===== src/design/hdrb_pkg.sv =====
// ----------------------------------------------------------------------------
// hdrb_pkg: shared types and constants of the MAC data header builder
// Descriptor and configuration types, frame control codes, register indexes.
// ----------------------------------------------------------------------------
`timescale 1ns / 1ps

package hdrb_pkg;

  localparam int QUEUE_DEPTH = 2;
  localparam int CFG_INDEX_W = 3;
  localparam int CFG_DATA_W  = 64;

  localparam logic [CFG_INDEX_W-1:0] REG_PAN_ID          = 3'd0;
  localparam logic [CFG_INDEX_W-1:0] REG_OWN_LONG_ADDR   = 3'd1;
  localparam logic [CFG_INDEX_W-1:0] REG_OWN_SHORT_ADDR  = 3'd2;
  localparam logic [CFG_INDEX_W-1:0] REG_SEND_SOURCE_PAN = 3'd3;
  localparam logic [CFG_INDEX_W-1:0] REG_SOURCE_IS_LONG  = 3'd4;

  localparam logic [1:0] KIND_BAD   = 2'd0;
  localparam logic [1:0] KIND_GROUP = 2'd1;
  localparam logic [1:0] KIND_SHORT = 2'd2;
  localparam logic [1:0] KIND_LONG  = 2'd3;

  localparam logic [7:0] FC0_DATA       = 8'h01;
  localparam logic [7:0] FC0_ACK_REQ    = 8'h20;
  localparam logic [7:0] FC0_PANID_COMP = 8'h40;
  localparam logic [7:0] FC1_BASE       = 8'h88;
  localparam logic [7:0] FC1_LONG_DST   = 8'h04;
  localparam logic [7:0] FC1_LONG_SRC   = 8'h40;
  localparam logic [7:0] BCAST_BYTE     = 8'hff;

  localparam logic [3:0] LEN_SHORT = 4'd2;
  localparam logic [3:0] LEN_LONG  = 4'd8;

  typedef struct packed {
    logic [1:0]  kind;
    logic [7:0]  seq;
    logic [63:0] dest;
  } desc_t;

  typedef struct packed {
    logic [15:0] pan_id;
    logic [63:0] own_long_address;
    logic [15:0] own_short_address;
    logic        send_source_pan;
    logic        source_is_long;
  } cfg_t;

endpackage


===== src/design/hdrb_front.sv =====
// ----------------------------------------------------------------------------
// hdrb_front: request intake and classification
// Holds the configuration registers and the sequence counter, classifies
// each request and hands a descriptor to the queue.
// ----------------------------------------------------------------------------
`timescale 1ns / 1ps

module hdrb_front (
  input  logic                              clk,
  input  logic                              rst,
  input  logic                              push,
  input  logic                              q_full,
  input  logic                              group_destination,
  input  logic [3:0]                        dest_length,
  input  logic [63:0]                       dest_address,
  input  logic                              cfg_valid,
  output logic                              cfg_ready,
  input  logic [hdrb_pkg::CFG_INDEX_W-1:0]  cfg_index,
  input  logic [hdrb_pkg::CFG_DATA_W-1:0]   cfg_data,
  output logic                              q_wr,
  output hdrb_pkg::desc_t                   q_desc,
  output hdrb_pkg::cfg_t                    cfg
);

  logic [7:0] seq;
  logic [1:0] kind;
  logic       cfg_we;

  assign cfg_ready = 1'b1;
  assign cfg_we    = cfg_valid && cfg_ready;
  assign q_wr      = push && !q_full;

  always_comb begin
    if (group_destination) begin
      kind = hdrb_pkg::KIND_GROUP;
    end else if (dest_length == hdrb_pkg::LEN_SHORT) begin
      kind = hdrb_pkg::KIND_SHORT;
    end else if (dest_length == hdrb_pkg::LEN_LONG) begin
      kind = hdrb_pkg::KIND_LONG;
    end else begin
      kind = hdrb_pkg::KIND_BAD;
    end
  end

  assign q_desc.kind = kind;
  assign q_desc.seq  = seq;
  assign q_desc.dest = dest_address;

  always_ff @(posedge clk) begin
    if (rst) begin
      seq <= 8'd0;
    end else if (q_wr && kind != hdrb_pkg::KIND_BAD) begin
      seq <= seq + 8'd1;
    end
  end

  always_ff @(posedge clk) begin
    if (rst) begin
      cfg.pan_id            <= 16'd0;
      cfg.own_long_address  <= 64'd0;
      cfg.own_short_address <= 16'd0;
      cfg.send_source_pan   <= 1'b0;
      cfg.source_is_long    <= 1'b1;
    end else if (cfg_we) begin
      case (cfg_index)
        hdrb_pkg::REG_PAN_ID:          cfg.pan_id <= cfg_data[15:0];
        hdrb_pkg::REG_OWN_LONG_ADDR:   cfg.own_long_address <= cfg_data;
        hdrb_pkg::REG_OWN_SHORT_ADDR:  cfg.own_short_address <= cfg_data[15:0];
        hdrb_pkg::REG_SEND_SOURCE_PAN: cfg.send_source_pan <= cfg_data[0];
        hdrb_pkg::REG_SOURCE_IS_LONG:  cfg.source_is_long <= cfg_data[0];
        default: ;
      endcase
    end
  end

endmodule


===== src/design/hdrb_queue.sv =====
// ----------------------------------------------------------------------------
// hdrb_queue: descriptor queue between intake and serializer
// Small register FIFO of frame descriptors.
// ----------------------------------------------------------------------------
`timescale 1ns / 1ps

module hdrb_queue #(
  parameter int DEPTH = hdrb_pkg::QUEUE_DEPTH
) (
  input  logic            clk,
  input  logic            rst,
  input  logic            wr,
  input  hdrb_pkg::desc_t wr_desc,
  output logic            full,
  input  logic            rd,
  output logic            rd_valid,
  output hdrb_pkg::desc_t rd_desc
);

  localparam int PTR_W = (DEPTH > 1) ? $clog2(DEPTH) : 1;
  localparam int CNT_W = $clog2(DEPTH + 1);
  localparam logic [PTR_W-1:0] PTR_LAST = PTR_W'(DEPTH - 1);
  localparam logic [CNT_W-1:0] CNT_FULL = CNT_W'(DEPTH);

  hdrb_pkg::desc_t entries [DEPTH];
  logic [PTR_W-1:0] wr_ptr;
  logic [PTR_W-1:0] rd_ptr;
  logic [CNT_W-1:0] count;
  logic             do_rd;

  assign full     = (count == CNT_FULL);
  assign rd_valid = (count != '0);
  assign rd_desc  = entries[rd_ptr];
  assign do_rd    = rd && rd_valid;

  always_ff @(posedge clk) begin
    if (wr) begin
      entries[wr_ptr] <= wr_desc;
    end
  end

  always_ff @(posedge clk) begin
    if (rst) begin
      wr_ptr <= '0;
      rd_ptr <= '0;
      count  <= '0;
    end else begin
      if (wr) begin
        wr_ptr <= (wr_ptr == PTR_LAST) ? '0 : wr_ptr + PTR_W'(1);
      end
      if (do_rd) begin
        rd_ptr <= (rd_ptr == PTR_LAST) ? '0 : rd_ptr + PTR_W'(1);
      end
      case ({wr, do_rd})
        2'b10:   count <= count + CNT_W'(1);
        2'b01:   count <= count - CNT_W'(1);
        default: count <= count;
      endcase
    end
  end

endmodule


===== src/design/hdrb_back.sv =====
// ----------------------------------------------------------------------------
// hdrb_back: header serializer
// Walks the header fields of one descriptor, one byte per cycle, into an
// output register that holds while the consumer stalls.
// ----------------------------------------------------------------------------
`timescale 1ns / 1ps

module hdrb_back (
  input  logic            clk,
  input  logic            rst,
  input  hdrb_pkg::cfg_t  cfg,
  input  logic            q_valid,
  input  hdrb_pkg::desc_t q_desc,
  output logic            q_rd,
  output logic            empty,
  input  logic            pop,
  output logic [7:0]      header_byte,
  output logic            last_byte,
  output logic            bad_length
);

  localparam logic [3:0] ST_FC0   = 4'd0;
  localparam logic [3:0] ST_FC1   = 4'd1;
  localparam logic [3:0] ST_SEQ   = 4'd2;
  localparam logic [3:0] ST_PAN0  = 4'd3;
  localparam logic [3:0] ST_PAN1  = 4'd4;
  localparam logic [3:0] ST_DST   = 4'd5;
  localparam logic [3:0] ST_SPAN0 = 4'd6;
  localparam logic [3:0] ST_SPAN1 = 4'd7;
  localparam logic [3:0] ST_SRC   = 4'd8;
  localparam logic [3:0] ST_BAD   = 4'd9;

  hdrb_pkg::desc_t desc;
  logic            busy;
  logic [3:0]      step;
  logic [3:0]      step_next;
  logic [2:0]      k;
  logic [2:0]      k_next;
  logic            out_valid;
  logic            advance;
  logic            load;
  logic [7:0]      byte_c;
  logic            last_c;
  logic [7:0]      fc0;
  logic [7:0]      fc1;
  logic [7:0]      dst_byte;
  logic [7:0]      src_byte;

  assign empty   = !out_valid;
  assign advance = busy && (!out_valid || pop);
  assign load    = q_valid && (!busy || (advance && last_c));
  assign q_rd    = load;

  assign fc0 = hdrb_pkg::FC0_DATA
             | ((desc.kind != hdrb_pkg::KIND_GROUP) ? hdrb_pkg::FC0_ACK_REQ : 8'h00)
             | (cfg.send_source_pan ? 8'h00 : hdrb_pkg::FC0_PANID_COMP);
  assign fc1 = hdrb_pkg::FC1_BASE
             | ((desc.kind == hdrb_pkg::KIND_LONG) ? hdrb_pkg::FC1_LONG_DST : 8'h00)
             | (cfg.source_is_long ? hdrb_pkg::FC1_LONG_SRC : 8'h00);

  assign dst_byte = (desc.kind == hdrb_pkg::KIND_GROUP) ? hdrb_pkg::BCAST_BYTE
                                                        : desc.dest[{k, 3'b000} +: 8];
  assign src_byte = cfg.source_is_long ? cfg.own_long_address[{k, 3'b000} +: 8]
                                       : cfg.own_short_address[{k[0], 3'b000} +: 8];

  always_comb begin
    byte_c    = 8'h00;
    last_c    = 1'b0;
    step_next = step;
    k_next    = k;
    case (step)
      ST_FC0: begin
        byte_c    = fc0;
        step_next = ST_FC1;
      end
      ST_FC1: begin
        byte_c    = fc1;
        step_next = ST_SEQ;
      end
      ST_SEQ: begin
        byte_c    = desc.seq;
        step_next = ST_PAN0;
      end
      ST_PAN0: begin
        byte_c    = cfg.pan_id[7:0];
        step_next = ST_PAN1;
      end
      ST_PAN1: begin
        byte_c    = cfg.pan_id[15:8];
        step_next = ST_DST;
        k_next    = (desc.kind == hdrb_pkg::KIND_LONG) ? 3'd7 : 3'd1;
      end
      ST_DST: begin
        byte_c = dst_byte;
        if (k == 3'd0) begin
          step_next = cfg.send_source_pan ? ST_SPAN0 : ST_SRC;
        end else begin
          k_next = k - 3'd1;
        end
      end
      ST_SPAN0: begin
        byte_c    = cfg.pan_id[7:0];
        step_next = ST_SPAN1;
      end
      ST_SPAN1: begin
        byte_c    = cfg.pan_id[15:8];
        step_next = ST_SRC;
      end
      ST_SRC: begin
        byte_c = src_byte;
        last_c = (k == (cfg.source_is_long ? 3'd7 : 3'd1));
        k_next = k + 3'd1;
      end
      ST_BAD: begin
        byte_c = 8'h00;
        last_c = 1'b1;
      end
      default: begin
        byte_c = 8'h00;
        last_c = 1'b1;
      end
    endcase
  end

  always_ff @(posedge clk) begin
    if (rst) begin
      busy      <= 1'b0;
      out_valid <= 1'b0;
      step      <= ST_FC0;
      k         <= 3'd0;
    end else begin
      if (load) begin
        busy <= 1'b1;
        step <= (q_desc.kind == hdrb_pkg::KIND_BAD) ? ST_BAD : ST_FC0;
        k    <= 3'd0;
      end else if (advance) begin
        busy <= !last_c;
        step <= step_next;
        k    <= k_next;
      end
      if (advance) begin
        out_valid <= 1'b1;
      end else if (pop) begin
        out_valid <= 1'b0;
      end
    end
  end

  always_ff @(posedge clk) begin
    if (load) begin
      desc <= q_desc;
    end
    if (advance) begin
      header_byte <= byte_c;
      last_byte   <= last_c;
      bad_length  <= (step == ST_BAD);
    end
  end

endmodule


===== src/design/mac_data_header_builder_top.sv =====
// ----------------------------------------------------------------------------
// mac_data_header_builder_top: 802.15.4 data frame MAC header builder
// Turns frame requests into MAC header byte streams.
//
//   channel   direction  handshake            payload
//   request   in         push / full          group_destination, dest_length,
//                                             dest_address
//   header    out        empty / pop          header_byte, last_byte, bad_length
//   config    in         cfg_valid/cfg_ready  cfg_index, cfg_data
//
// A header is 9 to 23 bytes, one byte per cycle from the serializer output
// register while pop keeps up; a bad-length request gives a single zero byte.
// Reset (rst, synchronous) empties the queue and output, zeroes the sequence
// number and loads the register reset values.
// A stalled pop holds the output byte; the descriptor queue keeps taking
// requests until it fills.
// ----------------------------------------------------------------------------
`timescale 1ns / 1ps

module mac_data_header_builder_top #(
  parameter int QUEUE_DEPTH = hdrb_pkg::QUEUE_DEPTH
) (
  input  logic                              clk,
  input  logic                              rst,
  input  logic                              push,
  output logic                              full,
  input  logic                              group_destination,
  input  logic [3:0]                        dest_length,
  input  logic [63:0]                       dest_address,
  output logic                              empty,
  input  logic                              pop,
  output logic [7:0]                        header_byte,
  output logic                              last_byte,
  output logic                              bad_length,
  input  logic                              cfg_valid,
  output logic                              cfg_ready,
  input  logic [hdrb_pkg::CFG_INDEX_W-1:0]  cfg_index,
  input  logic [hdrb_pkg::CFG_DATA_W-1:0]   cfg_data
);

  hdrb_pkg::desc_t wr_desc;
  hdrb_pkg::desc_t rd_desc;
  hdrb_pkg::cfg_t  cfg;
  logic            q_wr;
  logic            q_rd;
  logic            q_valid;

  hdrb_front u_front (
    .clk               (clk),
    .rst               (rst),
    .push              (push),
    .q_full            (full),
    .group_destination (group_destination),
    .dest_length       (dest_length),
    .dest_address      (dest_address),
    .cfg_valid         (cfg_valid),
    .cfg_ready         (cfg_ready),
    .cfg_index         (cfg_index),
    .cfg_data          (cfg_data),
    .q_wr              (q_wr),
    .q_desc            (wr_desc),
    .cfg               (cfg)
  );

  hdrb_queue #(
    .DEPTH (QUEUE_DEPTH)
  ) u_queue (
    .clk      (clk),
    .rst      (rst),
    .wr       (q_wr),
    .wr_desc  (wr_desc),
    .full     (full),
    .rd       (q_rd),
    .rd_valid (q_valid),
    .rd_desc  (rd_desc)
  );

  hdrb_back u_back (
    .clk         (clk),
    .rst         (rst),
    .cfg         (cfg),
    .q_valid     (q_valid),
    .q_desc      (rd_desc),
    .q_rd        (q_rd),
    .empty       (empty),
    .pop         (pop),
    .header_byte (header_byte),
    .last_byte   (last_byte),
    .bad_length  (bad_length)
  );

endmodule


===== config.mk =====
export PLATFORM = sky130hd
export DESIGN_NAME = mac_data_header_builder_top
export DESIGN_NICKNAME = d
export VERILOG_FILES = /design/src/design/hdrb_pkg.sv /design/src/design/hdrb_front.sv /design/src/design/hdrb_queue.sv /design/src/design/hdrb_back.sv /design/src/design/mac_data_header_builder_top.sv
export SDC_FILE = /design/constraint.sdc
export NUM_CORES = 1
export LEC_CHECK = 0
export BUFFER_PORTS_ARGS = -buffer_cell sky130_fd_sc_hd__buf_2
export CAP_MARGIN = 20
export CELL_PAD_IN_SITES_DETAIL_PLACEMENT = 1
export CELL_PAD_IN_SITES_GLOBAL_PLACEMENT = 1
export CORE_MARGIN = 4
export CORE_UTILIZATION = 50
export DETAILED_ROUTE_END_ITERATION = 12
export GPL_ROUTABILITY_DRIVEN = 0
export PLACE_DENSITY_LB_ADDON = 0.1
export SYNTH_ARGS = -nofsm -noshare
export SYNTH_HDL_FRONTEND = slang
export SYNTH_HIERARCHICAL = 1
export SYNTH_SLANG_ARGS = --single-unit

===== constraint.sdc =====
create_clock -name clk -period 11.4 [get_ports clk]
set_input_delay 1.14 -clock clk [delete_from_list [all_inputs] [get_ports clk]]
set_output_delay 1.14 -clock clk [all_outputs]
set_load 0.01 [all_outputs]

# [Word level (Yosys, flattened, before mapping)]
# Memories as Yosys holds them, arrays and structs flattened. A register that Yosys moved wholly into a read port is not among the register bits.
# Index checks and enable logic that the tools add are counted.
[word_totals] in_bits=141 elab_cells=122 register_bits=203 output_inout_bits=13 latch_bits=0 memories=1 romBits=0 ram_bits=148
[classes] mul=0 shift=3 addsub=7 eq_ne=24 n_bitwise=2 n_div=0 order_cmp=0 reduce_logical=34 mux=32
[mem_list] name="u_queue.entries" depth=2 word_bits=74 read_ports=1 rd_clocked_by_memory_dff=1 wr=1 line="hdrb_queue.sv:25" rtl="hdrb_pkg::desc_t entries [DEPTH];"
[op_table] op="$shiftx 64x7->8" n=2
[op_table] op="$pmux 8 s7" n=1
[op_table] op="$pmux 4 s8" n=1
[op_table] op="$mux 4" n=5
[op_table] op="$eq 4x3->1 const B" n=4
[op_table] op="$mux 8" n=2
[op_table] op="$or 8x8->8" n=2
[op_table] op="$shiftx 16x5->8" n=1
[op_table] op="$mux 7" n=2
[op_table] op="$eq 4x2->1 const B" n=3
[op_table] op="$eq 4x4->1 const B" n=3
[op_table] op="$mux 3" n=4
[op_table] op="$mux 1" n=10
[op_table] op="$reduce_and 2->1" n=5
[op_table] op="$reduce_bool 2->1" n=5
[op_table] op="$pmux 3 s3" n=1
[op_table] op="$reduce_bool 9->1" n=1
[op_table] op="$add 8x1->8 const B" n=1
[op_table] op="$reduce_or 8->1" n=1
[op_table] op="$eq 2x2->1 const B" n=3
[op_table] op="$eq 3x2->1 const B" n=2
[op_table] op="$logic_and 1x1->1" n=6
[op_table] op="$logic_not 3->1" n=2
[op_table] op="$mux 2" n=3
[op_table] op="other kinds (23)" n=32

# [Logic depth before layout (Yosys ltp)]
[depth] word_depth=9 ltp_mapped=12 depth_no_buf=10

# [By module]
# The synthesis kept the hierarchy.
[by_module_without_submodules] module="hdrb_queue" area_per_inst_um2=5547.8 seq_area_each_um2=4544.4 n_inst=1 cells_each=253
[by_module_without_submodules] module="hdrb_back" area_per_inst_um2=4893.4 seq_area_each_um2=2702.6 n_inst=1 cells_each=340
[by_module_without_submodules] module="hdrb_front" area_per_inst_um2=4317.9 seq_area_each_um2=2122.0 n_inst=1 cells_each=546

# [Worst setup path after synthesis]
# OpenSTA, ideal clock, no wires.
[synth_path] path_kind="input to register" from="input port push" to="memory u_queue/entries[0][0] (netlist bit) (enable)" t_required_ps=10894 stages=3 arrival_ps=4539 path_buffers=0 path_slack_ps=6354 setup_time_ps=506 cell_sequence="and2b_1 -> inv_1 -> nor2_1"
[synth_between] elab_chain_len=3
[synth_rtl] element="from (decl)" line="mac_data_header_builder_top.sv:25" rtl="input logic push,"
[synth_rtl] element="$logic_and 1x1->1" line="hdrb_front.sv:31" rtl="assign q_wr = push && !q_full;"
[synth_rtl] element="$mux 1" line="hdrb_queue.sv:37" rtl="if (wr) begin"
[synth_rtl] element="$mux 1 (not written as such)" line="hdrb_queue.sv:38" rtl="entries[wr_ptr] <= wr_desc;"
[synth_rtl] element="to (decl)" line="hdrb_queue.sv:25"
# No other way between the ends.

# [Worst setup path in the final report]
[layout_path] from="register u_back.step[3]" to="register u_queue.count[1]"
[layout_between] elab_chain_len=9 word_cells_on_any_way=19 cone_classes="eq/ne: 10; mux: 2; reduce/logical: 7"
[layout_rtl] element="from (decl)" line="hdrb_back.sv:35" rtl="logic [3:0] step;"
[layout_rtl] element="from (signal assigned)" line="hdrb_back.sv:134" rtl="step <= (q_desc.kind == hdrb_pkg::KIND_BAD) ? ST_BAD : ST_FC0;"
[layout_rtl] element="from (signal assigned)" line="hdrb_back.sv:138" rtl="step <= step_next;"
[layout_rtl] element="$eq 4x1->1 (tied with other cells)" line="hdrb_back.sv:71" rtl="case (step)"
[layout_rtl] element="$reduce_or 8->1 (no line)"
[layout_rtl] element="$pmux 1 s2 *" line="hdrb_back.sv:71"
[layout_rtl] element="named net u_back.last_c" line="hdrb_back.sv:43" rtl="logic last_c;"
[layout_rtl] element="$logic_and 1x1->1 *" line="hdrb_back.sv:51" rtl="assign load = q_valid && (!busy || (advance && last_c));"
[layout_rtl] element="$logic_or 1x1->1 *" line="hdrb_back.sv:51"
[layout_rtl] element="$logic_and 1x1->1 *" line="hdrb_back.sv:51"
[layout_rtl] element="named net q_rd" line="mac_data_header_builder_top.sv:45" rtl="logic q_rd;"
[layout_rtl] element="$logic_and 1x1->1 *" line="hdrb_queue.sv:34" rtl="assign do_rd = rd && rd_valid;"
[layout_rtl] element="named net u_queue.do_rd" line="hdrb_queue.sv:29" rtl="logic do_rd;"
[layout_rtl] element="$eq 2x1->1 or $eq 2x2->1 (tied branches)" line="hdrb_queue.sv:54" rtl="case ({wr, do_rd})"
[layout_rtl] element="$pmux 2 s2 or $reduce_bool 2->1 (tied branches)"
[layout_rtl] element="to (signal assigned)" line="hdrb_queue.sv:55" rtl="2'b10: count <= count + CNT_W'(1);"
[layout_rtl] element="to (signal assigned)" line="hdrb_queue.sv:56" rtl="2'b01: count <= count - CNT_W'(1);"
[layout_rtl] element="to (signal assigned)" line="hdrb_queue.sv:57" rtl="default: count <= count;"
[layout_rtl] element="to (decl)" line="hdrb_queue.sv:28" rtl="logic [CNT_W-1:0] count;"
# Mark *: on every way through the listed nets, which the timed path passes. The rest lies on a longest branch.
# A chain may end at the register's enable or synchronous reset.

==> out/qor.txt <==
clk root buf = clkbuf_16
most frequent cells in the layout = edfxtp_1 (232), nand2_1 (212), buf_2 (151)
initial antenna violation count = 0
synth unique cells = 72
Leakage = 5.68 nW
Cell Area, Placed = 0.0153 mm2
Post-Syn Instances = 1,139
clock skew = 0.0179 ns
count of max-cap constraint violations = 0
worst r2r path cells = 10
Slew headroom = 26.8%
r2r setup slk = 7.23 ns
ys flop type = edfxtp_1
final wirelength = 32.9 mm
Initial Utilization = 51.0%
RSZ-0062 raised after global routing = false
hold slack = 0.453 ns
Layout Cells excl Fill = 1,621
power density cells = 218 mW/mm2
drt pass-1 iters = 5
Hold-fix buffers, CTS = 0
row count = 62
Data required, critical path = 11.85 ns
share of cells above drive strength 1 = 27.6%
WL/cell = 20.3 um
sequential fraction of the synthesis area = 63.5%
Resize count post-CTS = 0
port bufs = 152
HP Class = flop to flop
placed instance count = 1,553
RR Startpoint = u_back/step[3]$_SDFFE_PP0P_
die area = 0.0323 mm2
DRT antenna net count = 0
Critical Path AT = 4.62 ns
CTS Buffer Depth = 3
Worst-Margin Slew = 1.10 ns
Syn Nets = 1,283
worst hold stages = 2
Max Slew Vio Count = 0
worst skew pair latency = 0.53 ns
Avg Inst Size Synth = 13.0 um2
Worst Path Class, Setup = flop to flop
startpoint types = flop
# clock sinks = 352
Hold Path Sink = u_front/cfg[7]$_SDFFE_PP0P_
most common cell after layout, fill and taps aside = edfxtp_1
worst r2r dst = u_queue/count[1]$_SDFFE_PP0P_
fmax = 0.240 GHz
vias in the first global route = 9,345
DRC viols = 0
crit end category = flop
number of flops mapped to enable cells by yosys = 232
grt total ovfl = 0
Num CTS Buffers = 38
critical path peak fanout = 75
n_diodes = 0
vias per cell = 5.42
core area = 0.0289 mm2
GRT Util Overall = 20.1%
synth warn = 6
final hold vios = 0
Starting DRT DRC Count = 548
IO Pins = 154
chip width = 180 um
Post-DP HPWL = 22.0 mm
Worst-path clk slew = 0.05 ns
Post-synth ARST share = 0%
Power, Total = 3.60 mW
Final Cycle Share = 36.6%
first-pass GRT wire length = 52.0 mm
DR vias = 8,778
synthesized area = 0.0148 mm2
TNS Setup = 0 ns
hold path startpoint = u_front/cfg[7]$_SDFFE_PP0P_
status = complete, no violations
pin count of the biggest net entering global routing = 99
Setup Buffers After CTS = 0
DIE HEIGHT = 180 um
Synth Register Bits = 352
CTS HTree Levels = 2
TritonCTS clock tree = yes
Layout area overhead = 11.7%
Post-layout nets = 1,353
final instance area = 0.0165 mm2
post-route minimum period = 4.17 ns
Worst VDD drop = 0.177 mV
Setup Viol. Count Final = 0
==> how the worst max path moves through the flow <==
stage	cells past startpoint	endpoint	startpoint	slack (ns)
after floorplan	3	u_queue/entries[0][0]$_DFFE_PP_	push	6.35
after global placement	10	u_queue/count[1]$_SDFFE_PP0P_	u_back/step[3]$_SDFFE_PP0P_	7.34
after detailed placement	10	u_queue/count[1]$_SDFFE_PP0P_	u_back/step[3]$_SDFFE_PP0P_	7.19
after CTS	10	u_queue/count[1]$_SDFFE_PP0P_	u_back/step[3]$_SDFFE_PP0P_	7.15
after global routing	10	u_queue/count[1]$_SDFFE_PP0P_	u_back/step[3]$_SDFFE_PP0P_	6.80
final	10	u_queue/count[1]$_SDFFE_PP0P_	u_back/step[3]$_SDFFE_PP0P_	7.23
==> critical path, cell delays in order, from the launching register on <==
cell      delay, ns
dfxtp_1        0.79
nor4b_2        0.92
o211ai_2       0.17
nand2_1        0.23
a31oi_1        0.19
inv_2          0.08
buf_4          0.69
o21a_1         0.26
ha_1           0.27
or3_1          0.35
a21oi_1        0.14
==> flip-flops by register name (all words and copies together), names as in the netlist, named ones only <==
name                count
u_queue/entries       148
u_front/cfg            98
u_back/desc            74
u_back/header_byte      8
u_front/seq             8
u_back/step             4
u_back/k                3
u_queue/count           2
u_back/bad_length       1
u_back/busy             1
u_back/last_byte        1
u_back/out_valid        1
u_queue/rd_ptr          1
u_queue/wr_ptr          1
==> Yosys cell counts, types with 3 or more instances <==
master | count | share of area [%]
edfxtp_1 | 232 | 47
mux4_1 | 5 | 0.89
mux2_2 | 82 | 6.3
a31oi_1 | 3 | 0.13
a211oi_1 | 3 | 0.15
o31ai_1 | 5 | 0.25
a21oi_1 | 121 | 4.1
nand2_1 | 212 | 5.4
buf_4 | 73 | 3.7
nand3b_1 | 5 | 0.25
inv_1 | 9 | 0.23
o22ai_1 | 4 | 0.17
nor3_1 | 7 | 0.24
dfxtp_1 | 120 | 16
a22oi_1 | 4 | 0.20
xnor2_1 | 4 | 0.24
o21ai_0 | 10 | 0.34
nand2b_1 | 5 | 0.21
and3_1 | 3 | 0.13
buf_2 | 25 | 0.85
nor2b_1 | 8 | 0.34
clkbuf_1 | 22 | 0.56
buf_6 | 4 | 0.31
xor2_1 | 4 | 0.24
o211ai_1 | 3 | 0.15
nor2_1 | 28 | 0.71
mux2i_1 | 38 | 2.6
buf_1 | 8 | 0.20
or3_1 | 10 | 0.42
mux4_2 | 24 | 3.7
nand3_1 | 7 | 0.24
==> routing by layer <==
metal  wire length (um)  track usage (%)  vias up  part of all wire, %
met4                725             5.18        0                  2.2
met1              14500             27.2     4330                   44
li1                   -                -     4202                    -
met3               1290             3.17       51                  3.9
met5                  0                0        -                    0
met2              16400             34.2      195                   50
==> logic make-up after synthesis <==
group	after synthesis	share of synthesized area [%]
and+or+nand+nor	305	9.03
xor gates and xnor gates	9	0.585
other	1	0.0254
AOI/OAI and AO/OA	178	7.31
adders and majority gates	3	0.305
DFF	352	63.5
buffers and inverters	142	5.88
muxes	149	13.4
==> power breakdown <==
part	leakage, nW	switching, mW	internal (mW)	total [mW]
combinational	1.93	0.322	0.250	0.572
clock	0.600	0.483	0.713	1.20
sequential	3.15	0.134	1.70	1.83
total	5.68	0.939	2.66	3.60
==> cell type report <==
cell class	instances	area (um2)
clock buffers	51	1040
clock inverters	17	183
fillers	2917	12400
inverters	10	37.5
multi-input cells	645	4530
flip-flops and latches	352	9370
well taps	384	480
repair buffers	162	838
==> through the flow <==
step                      utilization [%]  setup WS [ns]
after global placement               52.8           7.34
after CTS                            57.0           7.15
after detailed placement             52.8           7.19
final                                57.0           7.23
after floorplan                         -           6.35
after global routing                 57.0           6.80
Note: power is estimated with default switching activity, not from simulation.
